$ cat config.mk
export PLATFORM = sky130hd
export DESIGN_NAME = pid_antiwindup_dirty_derivative_core
export DESIGN_NICKNAME = d
export VERILOG_FILES = /design/src/hw/rtl/pidaw_pkg.sv /design/src/hw/rtl/pid_antiwindup_dirty_derivative_core.sv /design/src/hw/rtl/pidaw_regs.sv /design/src/hw/rtl/pidaw_ctrl.sv /design/src/hw/rtl/pidaw_dp.sv
export SDC_FILE = /design/constraint.sdc
export NUM_CORES = 2
export LEC_CHECK = 0
export ABC_AREA = 1
export BUFFER_PORTS_ARGS = -buffer_cell sky130_fd_sc_hd__buf_2
export CAP_MARGIN = 0
export CELL_PAD_IN_SITES_DETAIL_PLACEMENT = 0
export CELL_PAD_IN_SITES_GLOBAL_PLACEMENT = 2
export CORE_MARGIN = 3
export CORE_UTILIZATION = 39
export CTS_CLUSTER_SIZE = 24
export DETAILED_ROUTE_END_ITERATION = 7
export GPL_ROUTABILITY_DRIVEN = 0
export PLACE_DENSITY_LB_ADDON = 0.15
export SKIP_CTS_REPAIR_TIMING = 1
export SYNTH_ARGS = -nofsm -noshare
export SYNTH_HDL_FRONTEND = slang
export SYNTH_HIERARCHICAL = 1
export SYNTH_SLANG_ARGS = --single-unit
$ cat constraint.sdc
create_clock -name clk_i -period 11.1 [get_ports clk_i]
set_input_delay 2.22 -clock clk_i [delete_from_list [all_inputs] [get_ports clk_i]]
set_output_delay 2.22 -clock clk_i [all_outputs]
set_load 0.005 [all_outputs]
$ cat src/hw/rtl/pidaw_pkg.sv
// Shared types, register map and saturating arithmetic helpers for the PID drive core.
`timescale 1ns / 1ps
`default_nettype none

package pidaw_pkg;

  localparam int unsigned CfgAddrWidth = 5;

  localparam logic signed [31:0] S32_MAX = 32'sh7FFF_FFFF;
  localparam logic signed [31:0] S32_MIN = 32'sh8000_0000;

  // Register index within the configuration map (byte address is 4 * index).
  typedef enum logic [2:0] {
    REG_PROP_GAIN     = 3'd0,
    REG_INTEG_GAIN    = 3'd1,
    REG_DERIV_GAIN    = 3'd2,
    REG_DERIV_POLE    = 3'd3,
    REG_SAMPLE_PERIOD = 3'd4,
    REG_FF_GAIN       = 3'd5,
    REG_TRIM_OFFSET   = 3'd6,
    REG_DRIVE_MAX     = 3'd7
  } reg_idx_e;

  typedef struct packed {
    logic signed [31:0] prop_gain;
    logic signed [31:0] integ_step_gain;
    logic signed [31:0] deriv_input_gain;
    logic [16:0]        deriv_pole;
    logic [16:0]        sample_period;
    logic signed [31:0] feedforward_gain;
    logic signed [31:0] trim_offset;
    logic [30:0]        drive_max;
  } cfg_t;

  // Operand pair presented to the shared multiplier.
  typedef enum logic [2:0] {
    MS_PROP,
    MS_POLE,
    MS_DGAIN,
    MS_IGAIN,
    MS_FF,
    MS_AW
  } mul_sel_e;

  // Adder / register update performed by the datapath in one step.
  typedef enum logic [3:0] {
    OP_NONE,
    OP_DIFFS,
    OP_ACC_TRIM,
    OP_DHOLD,
    OP_DERIV,
    OP_INTEG,
    OP_ACC_INT,
    OP_ACC_DER,
    OP_ACC_FF,
    OP_CLAMP,
    OP_FINISH
  } dp_op_e;

  typedef struct packed {
    logic     load;
    logic     mul_en;
    mul_sel_e mul_sel;
    dp_op_e   op;
  } dp_cmd_t;

  function automatic logic signed [31:0] sat33(input logic signed [32:0] v);
    logic signed [31:0] r;
    if (v[32] != v[31]) begin
      r = v[32] ? S32_MIN : S32_MAX;
    end else begin
      r = v[31:0];
    end
    return r;
  endfunction

  function automatic logic signed [31:0] sat_add(input logic signed [31:0] a,
                                                 input logic signed [31:0] b);
    logic signed [32:0] s;
    s = {a[31], a} + {b[31], b};
    return sat33(s);
  endfunction

  function automatic logic signed [31:0] sat_sub(input logic signed [31:0] a,
                                                 input logic signed [31:0] b);
    logic signed [32:0] s;
    s = {a[31], a} - {b[31], b};
    return sat33(s);
  endfunction

  // Q16.16 product: add one half, floor-shift by 16, saturate to 32 bits.
  function automatic logic signed [31:0] rnd_sat(input logic signed [65:0] p);
    logic signed [65:0] r;
    logic signed [31:0] q;
    r = p + 66'sd32768;
    if ((&r[65:47]) || !(|r[65:47])) begin
      q = r[47:16];
    end else begin
      q = r[65] ? S32_MIN : S32_MAX;
    end
    return q;
  endfunction

endpackage

`default_nettype wire

$ cat src/hw/rtl/pid_antiwindup_dirty_derivative_core.sv
// Top level of the PID drive core: register file, step sequencer and datapath.
`timescale 1ns / 1ps
`default_nettype none

// One control tick per input word: the error feeds a proportional term, a
// trapezoidal integral and a band-limited derivative, plus feedforward on the
// command and a trim offset; the sum is clamped to 0..drive_max and, while the
// integral gain is nonzero, the integral is corrected by back-calculation.
// Ticks are processed one at a time. The result word appears once its tick has
// run through every step (later if the output side stalls), and the next input
// word can be taken in the same cycle that the result word appears. The tick rate
// is set by the single shared multiplier, which forms six products per tick,
// and by the saturating sums, which run in sequence.
// Configuration registers sit at byte addresses 4*i and should be written only
// while no tick is in flight.
module pid_antiwindup_dirty_derivative_core (
  input  wire logic                               clk_i,
  input  wire logic                               rst_ni,
  input  wire logic                               psel,
  input  wire logic                               penable,
  input  wire logic                               pwrite,
  input  wire logic [pidaw_pkg::CfgAddrWidth-1:0] paddr,
  input  wire logic [31:0]                        pwdata,
  output      logic [31:0]                        prdata,
  output      logic                               pready,
  input  wire logic                               in_valid_i,
  output      logic                               in_stall_o,
  input  wire logic signed [31:0]                 commanded_value_i,
  input  wire logic signed [31:0]                 measured_value_i,
  input  wire logic                               clear_history_i,
  output      logic                               out_valid_o,
  input  wire logic                               out_stall_i,
  output      logic [30:0]                        drive_o,
  output      logic                               clamped_o
);
  import pidaw_pkg::*;

  cfg_t    cfg;
  dp_cmd_t cmd;

  pidaw_regs u_regs (
    .clk_i   (clk_i),
    .rst_ni  (rst_ni),
    .psel    (psel),
    .penable (penable),
    .pwrite  (pwrite),
    .paddr   (paddr),
    .pwdata  (pwdata),
    .prdata  (prdata),
    .pready  (pready),
    .cfg_o   (cfg)
  );

  pidaw_ctrl u_ctrl (
    .clk_i       (clk_i),
    .rst_ni      (rst_ni),
    .in_valid_i  (in_valid_i),
    .in_stall_o  (in_stall_o),
    .out_valid_o (out_valid_o),
    .out_stall_i (out_stall_i),
    .cmd_o       (cmd)
  );

  pidaw_dp u_dp (
    .clk_i             (clk_i),
    .rst_ni            (rst_ni),
    .cfg_i             (cfg),
    .cmd_i             (cmd),
    .commanded_value_i (commanded_value_i),
    .measured_value_i  (measured_value_i),
    .clear_history_i   (clear_history_i),
    .drive_o           (drive_o),
    .clamped_o         (clamped_o)
  );

  // A taken input word closes the input side until its tick is finished.
  a_stall_after_accept : assert property (
    @(posedge clk_i) disable iff (!rst_ni)
    (in_valid_i && !in_stall_o) |=> in_stall_o
  ) else $error("input not stalled after a word was taken");

  // A tick is committed only when the output register can take its word.
  a_finish_slot_free : assert property (
    @(posedge clk_i) disable iff (!rst_ni)
    (cmd.op == OP_FINISH) |-> !(out_valid_o && out_stall_i)
  ) else $error("tick committed over a pending output word");

  // Every committed tick presents its word on the next cycle.
  a_finish_valid : assert property (
    @(posedge clk_i) disable iff (!rst_ni)
    (cmd.op == OP_FINISH) |=> out_valid_o
  ) else $error("committed tick produced no output word");

  // Data load and tick commit never coincide.
  a_load_not_finish : assert property (
    @(posedge clk_i) disable iff (!rst_ni)
    cmd.load |-> (cmd.op == OP_NONE) && !cmd.mul_en
  ) else $error("input load overlapped with a datapath step");

endmodule

`default_nettype wire

$ cat src/hw/rtl/pidaw_regs.sv
// APB-style configuration register file for the PID drive core.
`timescale 1ns / 1ps
`default_nettype none

module pidaw_regs (
  input  wire logic                                 clk_i,
  input  wire logic                                 rst_ni,
  input  wire logic                                 psel,
  input  wire logic                                 penable,
  input  wire logic                                 pwrite,
  input  wire logic [pidaw_pkg::CfgAddrWidth-1:0]   paddr,
  input  wire logic [31:0]                          pwdata,
  output      logic [31:0]                          prdata,
  output      logic                                 pready,
  output      pidaw_pkg::cfg_t                      cfg_o
);
  import pidaw_pkg::*;

  cfg_t     cfg_q, cfg_d;
  reg_idx_e idx;
  logic     wr_en;

  assign idx    = reg_idx_e'(paddr[CfgAddrWidth-1:2]);
  assign wr_en  = psel && penable && pwrite;
  assign pready = 1'b1;
  assign cfg_o  = cfg_q;

  always_comb begin
    cfg_d = cfg_q;
    if (wr_en) begin
      case (idx)
        REG_PROP_GAIN:     cfg_d.prop_gain        = pwdata;
        REG_INTEG_GAIN:    cfg_d.integ_step_gain  = pwdata;
        REG_DERIV_GAIN:    cfg_d.deriv_input_gain = pwdata;
        REG_DERIV_POLE:    cfg_d.deriv_pole       = pwdata[16:0];
        REG_SAMPLE_PERIOD: cfg_d.sample_period    = pwdata[16:0];
        REG_FF_GAIN:       cfg_d.feedforward_gain = pwdata;
        REG_TRIM_OFFSET:   cfg_d.trim_offset      = pwdata;
        REG_DRIVE_MAX:     cfg_d.drive_max        = pwdata[30:0];
        default:           cfg_d = cfg_q;
      endcase
    end
  end

  always_comb begin
    case (idx)
      REG_PROP_GAIN:     prdata = cfg_q.prop_gain;
      REG_INTEG_GAIN:    prdata = cfg_q.integ_step_gain;
      REG_DERIV_GAIN:    prdata = cfg_q.deriv_input_gain;
      REG_DERIV_POLE:    prdata = {15'd0, cfg_q.deriv_pole};
      REG_SAMPLE_PERIOD: prdata = {15'd0, cfg_q.sample_period};
      REG_FF_GAIN:       prdata = cfg_q.feedforward_gain;
      REG_TRIM_OFFSET:   prdata = cfg_q.trim_offset;
      REG_DRIVE_MAX:     prdata = {1'b0, cfg_q.drive_max};
      default:           prdata = 32'd0;
    endcase
  end

  always_ff @(posedge clk_i or negedge rst_ni) begin
    if (!rst_ni) begin
      // Every register resets to zero except drive_max, which resets to 1.0.
      cfg_q <= '{prop_gain:        32'sd0,
                 integ_step_gain:  32'sd0,
                 deriv_input_gain: 32'sd0,
                 deriv_pole:       17'd0,
                 sample_period:    17'd0,
                 feedforward_gain: 32'sd0,
                 trim_offset:      32'sd0,
                 drive_max:        31'd65536};
    end else begin
      cfg_q <= cfg_d;
    end
  end

endmodule

`default_nettype wire

$ cat src/hw/rtl/pidaw_ctrl.sv
// Step sequencer for the PID drive core: issues one datapath command per cycle.
`timescale 1ns / 1ps
`default_nettype none

module pidaw_ctrl (
  input  wire logic               clk_i,
  input  wire logic               rst_ni,
  input  wire logic               in_valid_i,
  output      logic               in_stall_o,
  output      logic               out_valid_o,
  input  wire logic               out_stall_i,
  output      pidaw_pkg::dp_cmd_t cmd_o
);
  import pidaw_pkg::*;

  typedef enum logic [3:0] {
    ST_IDLE,
    ST_PREP,
    ST_POLE,
    ST_DGAIN,
    ST_IGAIN,
    ST_FF,
    ST_INTEG,
    ST_ACC_I,
    ST_ACC_D,
    ST_ACC_F,
    ST_CLAMP,
    ST_AW,
    ST_AW_WAIT,
    ST_FINISH
  } state_e;

  state_e state_q, state_d;
  logic   in_stall_q, in_stall_d;
  logic   out_valid_q, out_valid_d;
  logic   accept;
  logic   slot_free;

  assign accept      = in_valid_i && !in_stall_q;
  assign slot_free   = !(out_valid_q && out_stall_i);
  assign in_stall_o  = in_stall_q;
  assign out_valid_o = out_valid_q;

  always_comb begin
    cmd_o         = '0;
    cmd_o.mul_sel = MS_PROP;
    cmd_o.op      = OP_NONE;
    state_d       = state_q;
    case (state_q)
      ST_IDLE: begin
        cmd_o.load = accept;
        if (accept) state_d = ST_PREP;
      end
      ST_PREP: begin
        cmd_o.mul_en  = 1'b1;
        cmd_o.mul_sel = MS_PROP;
        cmd_o.op      = OP_DIFFS;
        state_d       = ST_POLE;
      end
      ST_POLE: begin
        cmd_o.mul_en  = 1'b1;
        cmd_o.mul_sel = MS_POLE;
        state_d       = ST_DGAIN;
      end
      ST_DGAIN: begin
        cmd_o.mul_en  = 1'b1;
        cmd_o.mul_sel = MS_DGAIN;
        cmd_o.op      = OP_ACC_TRIM;
        state_d       = ST_IGAIN;
      end
      ST_IGAIN: begin
        cmd_o.mul_en  = 1'b1;
        cmd_o.mul_sel = MS_IGAIN;
        cmd_o.op      = OP_DHOLD;
        state_d       = ST_FF;
      end
      ST_FF: begin
        cmd_o.mul_en  = 1'b1;
        cmd_o.mul_sel = MS_FF;
        cmd_o.op      = OP_DERIV;
        state_d       = ST_INTEG;
      end
      ST_INTEG: begin
        cmd_o.op = OP_INTEG;
        state_d  = ST_ACC_I;
      end
      ST_ACC_I: begin
        cmd_o.op = OP_ACC_INT;
        state_d  = ST_ACC_D;
      end
      ST_ACC_D: begin
        cmd_o.op = OP_ACC_DER;
        state_d  = ST_ACC_F;
      end
      ST_ACC_F: begin
        cmd_o.op = OP_ACC_FF;
        state_d  = ST_CLAMP;
      end
      ST_CLAMP: begin
        cmd_o.op = OP_CLAMP;
        state_d  = ST_AW;
      end
      ST_AW: begin
        cmd_o.mul_en  = 1'b1;
        cmd_o.mul_sel = MS_AW;
        state_d       = ST_AW_WAIT;
      end
      ST_AW_WAIT: begin
        state_d = ST_FINISH;
      end
      ST_FINISH: begin
        // The state update and the output word are committed together, only
        // once the output register is free.
        if (slot_free) begin
          cmd_o.op = OP_FINISH;
          state_d  = ST_IDLE;
        end
      end
      default: begin
        state_d = ST_IDLE;
      end
    endcase
  end

  always_comb begin
    in_stall_d  = (state_d != ST_IDLE);
    out_valid_d = out_valid_q;
    if (cmd_o.op == OP_FINISH) begin
      out_valid_d = 1'b1;
    end else if (out_valid_q && !out_stall_i) begin
      out_valid_d = 1'b0;
    end
  end

  always_ff @(posedge clk_i or negedge rst_ni) begin
    if (!rst_ni) begin
      state_q     <= ST_IDLE;
      in_stall_q  <= 1'b0;
      out_valid_q <= 1'b0;
    end else begin
      state_q     <= state_d;
      in_stall_q  <= in_stall_d;
      out_valid_q <= out_valid_d;
    end
  end

endmodule

`default_nettype wire

$ cat src/hw/rtl/pidaw_dp.sv
// Datapath of the PID drive core: shared multiplier, saturating adder and loop state.
`timescale 1ns / 1ps
`default_nettype none

module pidaw_dp (
  input  wire logic               clk_i,
  input  wire logic               rst_ni,
  input  wire pidaw_pkg::cfg_t    cfg_i,
  input  wire pidaw_pkg::dp_cmd_t cmd_i,
  input  wire logic signed [31:0] commanded_value_i,
  input  wire logic signed [31:0] measured_value_i,
  input  wire logic               clear_history_i,
  output      logic [30:0]        drive_o,
  output      logic               clamped_o
);
  import pidaw_pkg::*;

  // Loop state
  logic signed [31:0] prev_q, prev_d;
  logic signed [31:0] integ_q, integ_d;
  logic signed [31:0] deriv_q, deriv_d;

  // Per-tick working registers
  logic signed [31:0] cmd_q, err_q, sa_q, sd_q, acc_q, dtmp_q, diff_q;
  logic [30:0]        drv_q, drive_q;
  logic               clip_q, clamped_q;

  // Shared multiplier with raw and rounded product registers
  logic signed [32:0] mul_a, mul_b;
  logic signed [65:0] prod_q;
  logic signed [31:0] mq_q;

  logic signed [31:0] dmax_s;
  logic               ki_nz;

  assign dmax_s    = {1'b0, cfg_i.drive_max};
  assign ki_nz     = (cfg_i.integ_step_gain != 32'sd0);
  assign drive_o   = drive_q;
  assign clamped_o = clamped_q;

  always_comb begin
    case (cmd_i.mul_sel)
      MS_PROP: begin
        mul_a = {cfg_i.prop_gain[31], cfg_i.prop_gain};
        mul_b = {err_q[31], err_q};
      end
      MS_POLE: begin
        mul_a = {16'd0, cfg_i.deriv_pole};
        mul_b = {deriv_q[31], deriv_q};
      end
      MS_DGAIN: begin
        mul_a = {cfg_i.deriv_input_gain[31], cfg_i.deriv_input_gain};
        mul_b = {sd_q[31], sd_q};
      end
      MS_IGAIN: begin
        mul_a = {cfg_i.integ_step_gain[31], cfg_i.integ_step_gain};
        mul_b = {sa_q[31], sa_q};
      end
      MS_FF: begin
        mul_a = {cfg_i.feedforward_gain[31], cfg_i.feedforward_gain};
        mul_b = {cmd_q[31], cmd_q};
      end
      MS_AW: begin
        mul_a = {16'd0, cfg_i.sample_period};
        mul_b = {diff_q[31], diff_q};
      end
      default: begin
        mul_a = '0;
        mul_b = '0;
      end
    endcase
  end

  always_ff @(posedge clk_i) begin
    if (cmd_i.mul_en) begin
      prod_q <= mul_a * mul_b;
    end
    // The rounded product is registered from the raw one and holds while it holds.
    mq_q <= rnd_sat(prod_q);
  end

  always_comb begin
    prev_d  = prev_q;
    integ_d = integ_q;
    deriv_d = deriv_q;
    if (cmd_i.load && clear_history_i) begin
      prev_d  = '0;
      integ_d = '0;
      deriv_d = '0;
    end
    case (cmd_i.op)
      OP_DERIV:  deriv_d = sat_add(dtmp_q, mq_q);
      OP_INTEG:  integ_d = sat_add(integ_q, mq_q);
      OP_FINISH: begin
        prev_d = err_q;
        if (ki_nz) integ_d = sat_add(integ_q, mq_q);
      end
      default: ;
    endcase
  end

  always_ff @(posedge clk_i or negedge rst_ni) begin
    if (!rst_ni) begin
      prev_q  <= '0;
      integ_q <= '0;
      deriv_q <= '0;
    end else begin
      prev_q  <= prev_d;
      integ_q <= integ_d;
      deriv_q <= deriv_d;
    end
  end

  always_ff @(posedge clk_i) begin
    if (cmd_i.load) begin
      cmd_q <= commanded_value_i;
      err_q <= sat_sub(commanded_value_i, measured_value_i);
    end
    case (cmd_i.op)
      OP_DIFFS: begin
        sa_q <= sat_add(err_q, prev_q);
        sd_q <= sat_sub(err_q, prev_q);
      end
      OP_ACC_TRIM: acc_q  <= sat_add(cfg_i.trim_offset, mq_q);
      OP_DHOLD:    dtmp_q <= mq_q;
      OP_ACC_INT:  acc_q  <= sat_add(acc_q, integ_q);
      OP_ACC_DER:  acc_q  <= sat_add(acc_q, deriv_q);
      OP_ACC_FF:   acc_q  <= sat_add(acc_q, mq_q);
      OP_CLAMP: begin
        if (acc_q > dmax_s) begin
          drv_q  <= cfg_i.drive_max;
          clip_q <= 1'b1;
          diff_q <= sat_sub(dmax_s, acc_q);
        end else if (acc_q < 32'sd0) begin
          drv_q  <= '0;
          clip_q <= 1'b1;
          diff_q <= sat_sub(32'sd0, acc_q);
        end else begin
          drv_q  <= acc_q[30:0];
          clip_q <= 1'b0;
          diff_q <= '0;
        end
      end
      OP_FINISH: begin
        drive_q   <= drv_q;
        clamped_q <= clip_q;
      end
      default: ;
    endcase
  end

endmodule

`default_nettype wire
# Yosys cells after proc, flatten, opt, wreduce, memory -nomap -nowiden
# Cells that the tools add are included.
dict set report op_classes {
  add_sub_neg 12
  mul 1
  n_lt_le_gt_ge 2
  n_eq_ne 46
  mux 48
  reduce_logical 29
}
# cell n
set ops {}
lappend ops {{32-bit two-way mux} 31}
lappend ops {{33-bit case mux with 6 select lines} 2}
lappend ops {{32-bit case mux with 8 select lines} 1}
lappend ops {{32-bit by 32-bit adder with 33-bit output} 7}
lappend ops {{32-bit case mux with 4 select lines} 1}
lappend ops {{32-bit by 32-bit subtractor with 33-bit output} 3}
lappend ops {{66-bit by 17-bit adder with 66-bit output (second input constant)} 1}
lappend ops {{33-bit by 33-bit multiplier with 66-bit output} 1}
lappend ops {{32-bit case mux with 2 select lines} 1}
lappend ops {{31-bit two-way mux} 2}
lappend ops {{4-bit case mux with 14 select lines} 1}
lappend ops {{4-bit case mux with 10 select lines} 1}
lappend ops {{4-bit equality test (second input constant)} 9}
lappend ops {{1-bit by 32-bit subtractor with 33-bit output (first input constant)} 1}
lappend ops {{4-bit by 3-bit equality test with 1-bit output (second input constant)} 8}
lappend ops {{32-bit greater-than comparator} 1}
lappend ops {{32-bit by 1-bit less-than comparator with 1-bit output (second input constant)} 1}
lappend ops {{32-bit nonzero test} 1}
lappend ops {{4-bit case mux with 6 select lines} 1}
lappend ops {{19-bit AND reduction} 1}
lappend ops {{19-bit OR reduction} 1}
lappend ops {{3-bit equality test (second input constant)} 6}
lappend ops {{4-bit by 2-bit equality test with 1-bit output (second input constant)} 4}
lappend ops {{2-bit AND reduction} 8}
lappend ops {{other kinds (13)} 44}
dict set report totals {
  regBits 713
  in_bits 109
  output_inout_bits 67
  word_cells 165
}

# Depth between registers and ports, before layout
dict set report logic_depth {
  ltp_word 7
  depth_mapped 47
  depth_no_buf 43
}

# Cells and area by module
# Netlist, hierarchy kept.
# mod instances cells_each area_each_um2 seq_area_each_um2
set modules_own_cells {}
lappend modules_own_cells {pidaw_dp 1 10793 81105.3 13222.7}
lappend modules_own_cells {pidaw_regs 1 1248 10639.0 5631.7}
lappend modules_own_cells {pidaw_ctrl 1 68 439.2 150.1}

# Worst setup path before layout
# No wires, ideal clock.
dict set report synth_path {
  kind {register -> register}
  startpoint {register u_ctrl.state_q[1]}
  endpoint {register u_dp.prod_q[64], data pin}
  setup_ns 0.252
  t_arrival_ns 8.957
  required_time_ns 10.848
  slack_ns 1.890
  path_stages_with_launch 35
  n_path_buf 4
  period_less_slack_ns 9.210
  path_cell_list {dfrtp_1 nand2_2 nor2_1 nand3b_1 buf_2 nand3_1 inv_2 buf_2 buf_1 a22oi_1 nand3_1 clkbuf_1 nand2_1 fa_1 inv_1 fa_1 fa_1 fa_1 inv_1 fa_1 inv_1 fa_1 fa_1 inv_1 fa_1 inv_1 ha_1 a21oi_1 o21ai_0 a21oi_1 o2bb2ai_1 a2111oi_0 nand2_1 nand2_1 nand2_1}
}
# element line
set synth_lines {}
lappend synth_lines {{start: declaration} pidaw_ctrl.sv:33} ;# state_e state_q, state_d;
lappend synth_lines {{start signal: assignment} pidaw_ctrl.sv:141} ;# state_q <= state_d;
lappend synth_lines {{end signal: assignment} pidaw_dp.sv:76} ;# prod_q <= mul_a * mul_b;
lappend synth_lines {{end: declaration} pidaw_dp.sv:30} ;# logic signed [65:0] prod_q;

==> out/qor.yml <==
status: "complete, no violations"
vias_per_cell: 5.346
tightest_slew_ps: 1252
finalNonFillerCells: 15500
yosysMostFrequentCell: "nand2_1"
max_cap_violations: 0
drv_slew: 0
max_freq_mhz: 93.52
setup_viol: 0
start_kind: "flip-flop"
synth_largest_area_cell: "fa_1"
dr.pass1.iters: 8
vias: 82860
dp_cells: 15330
ant_nets: 0
worstSkewPairLatency_ps: 740
end_kind: "flip-flop"
port_buffers: 172
slew_headroom_pct: 16.55
grt_util_all_layers_pct: 30.72
grt_pass1_vias: 82520
rsz0062_at_grt: "true"
synth.area.top_cells: "fa_1, nand2_1, edfxtp_1"
hold_slack_ps: 420.2
grt_max_degree: 91
critPathBufInv: 12
synthFlopType: "edfxtp_1"
avgSynthCellArea_um2: 7.613
cpPeakStageDelay_ps: 750
wl_per_cell_um: 24.30
dieArea_um2: 242200
synth_fp_nets: 13880
drive_gt1_share_pct: 6.925
seq_area_frac_synth_pct: 20.62
cp.arrival_ps: 11180
finalHoldViolCount: 0
critPathSlowestCell: "fa_1"
drtIter0Drc: 8100
worst-setup-path-type: "reg -> reg"
fin_crit_sh_pct: 96.33
areaGrowthSynthToFinish_pct: 9.913
die_y_um: 492.2
grt-ovfl-total: 0
fin_ws_ps: 407.1
synth_warnings: 6
fin_crit_ps: 10690
num_rows: 177
synth_async_sr_flop_share_pct: 46.85
skew_ps: 51.74
path_clk_slew_ps: 60
drc: 0
ctsHtreeMaxLevel: 3
fin_nets: 14060
ys_types: 70
synth_edf_count: 339
pre_cts_ws_ps: 432.4
cts_tree: "yes"
synth_top_area_share_pct: 24.56
hpwl_um: 308200
cts_made_buffers: 86
synthTopCellsByCount: "nand2_1, inv_1, fa_1"
clockBufferDepth: 3
grt_pass1_wl_um: 553400
netlist_area_um2: 92180
ys_ff_latch: 698
die_x_um: 492.2
cts-root-buf: "clkbuf_16"
hold_class: "reg -> reg"
num_io_pins: 176
path_delay_family: "adder cells"
synthCells: 12110
critPathMaxFanout: 21
wl_um: 376700
antenna_found_initial: 18
core-area_um2: 233900
cts_sinks: 698
initial_core_util_pct: 39.42
cp_data_required_time_ps: 11590
[flip-flops by register name (all words and copies together) (netlist names), 4 cells and up]
signal and flops:
u_dp/prev_q 32, u_dp/dtmp_q 32, u_dp/drv_q 31, u_dp/acc_q 32, u_dp/prod_q 51, u_dp/mq_q 32
u_dp/integ_q 32, u_dp/drive_o 31, u_dp/sa_q 32, u_dp/cmd_q 32, u_regs/cfg_o 225, u_dp/diff_q 32
u_dp/err_q 32, u_dp/sd_q 32, u_dp/deriv_q 32, u_ctrl/state_q 4
[cell type report]
cell class / instances / area, um^2
Fill cell: 24300 / 132500
Multi-Input combinational cell: 8650 / 62630
Sequential cell: 698 / 19000
Inverter: 2314 / 8693
Timing Repair Buffer: 537 / 4131
Tap cell: 3132 / 3919
Clock buffer: 118 / 2457
Clock inverter: 44 / 467.9
Antenna cell: 7 / 17.52
[placed cells by master, fill, tap and decap left out, types with 32 or more instances in the layout]
master	n
edfxtp_1	339
ha_1	534
inv_1	2246
buf_12	41
nand3_1	439
nor2_1	1030
a21oi_1	512
buf_2	168
xor2_1	248
fa_1	1131
o21ai_0	392
clkbuf_16	90
inv_2	58
o22ai_1	36
a31oi_1	47
nand2_1	3117
nor3_1	99
a221oi_1	37
dfrtp_1	326
a21o_1	57
xnor2_1	131
nand4_1	241
o211ai_1	44
nand3b_1	39
o21ai_1	161
dfxtp_1	32
buf_4	327
o21bai_1	49
a22o_1	48
[worst register-to-register path, delay by kind of cell (launching register included)]
family                   cells  cell delay (ps)
flip-flops                   1              440
adder cells (fa/ha/maj)      9             4940
AO/OA/AOI/OAI                2              580
AND/OR/NAND/NOR             15             2420
buffers and inverters       12             2060
[worst paths after layout]
check,startpoint,endpoint,slack (ps),depth (start not counted)
max,u_ctrl/state_q[2],u_dp/prod_q[64],410,38
min,u_dp/drv_q[2],u_dp/drive_o[2],420,0
max reg2reg,u_ctrl/state_q[2],u_dp/prod_q[64],410,38
min reg2reg,u_dp/drv_q[2],u_dp/drive_o[2],420,0
max in group asynchronous,rst_ni,u_dp/integ_q[2],7170,3
min in group asynchronous,rst_ni,u_dp/prev_q[22],1430,1
[logic make-up after synthesis]
| kind of cell | after synthesis | synth area share (%) |
|---|---|---|
| AND/OR/NAND/NOR | 5071 | 22.64 |
| buffers and inverters | 2761 | 11.61 |
| adder cells (fa/ha/maj) | 1665 | 31.81 |
| AO/OA/AOI/OAI | 1530 | 9.653 |
| flip-flops | 698 | 20.62 |
| XOR/XNOR | 383 | 3.663 |
| other | 1 | 0.004068 |
[routing by layer]
metal / global-route usage, % / vias to the layer above / share of wire [%]
met3: 4.803 / 484 / 7.6
met1: 43.90 / 41050 / 44
li1: - / 38160 / -
met5: 0 / - / 0.013
met4: 11.95 / 8 / 4.8
met2: 46.69 / 3157 / 43
[metrics by stage]
step	area, um^2	util, %	TNS [ps]
after floorplan	92180	-	0
after global placement	98340	42.05	0
after detailed placement	98340	42.05	0
after CTS	101300	43.30	0
after global routing	101300	43.32	-76.37
final	101300	43.33	0
Power is not shown: default switching activity piles up to over one toggle a cycle in this logic, so the estimate is an artifact.
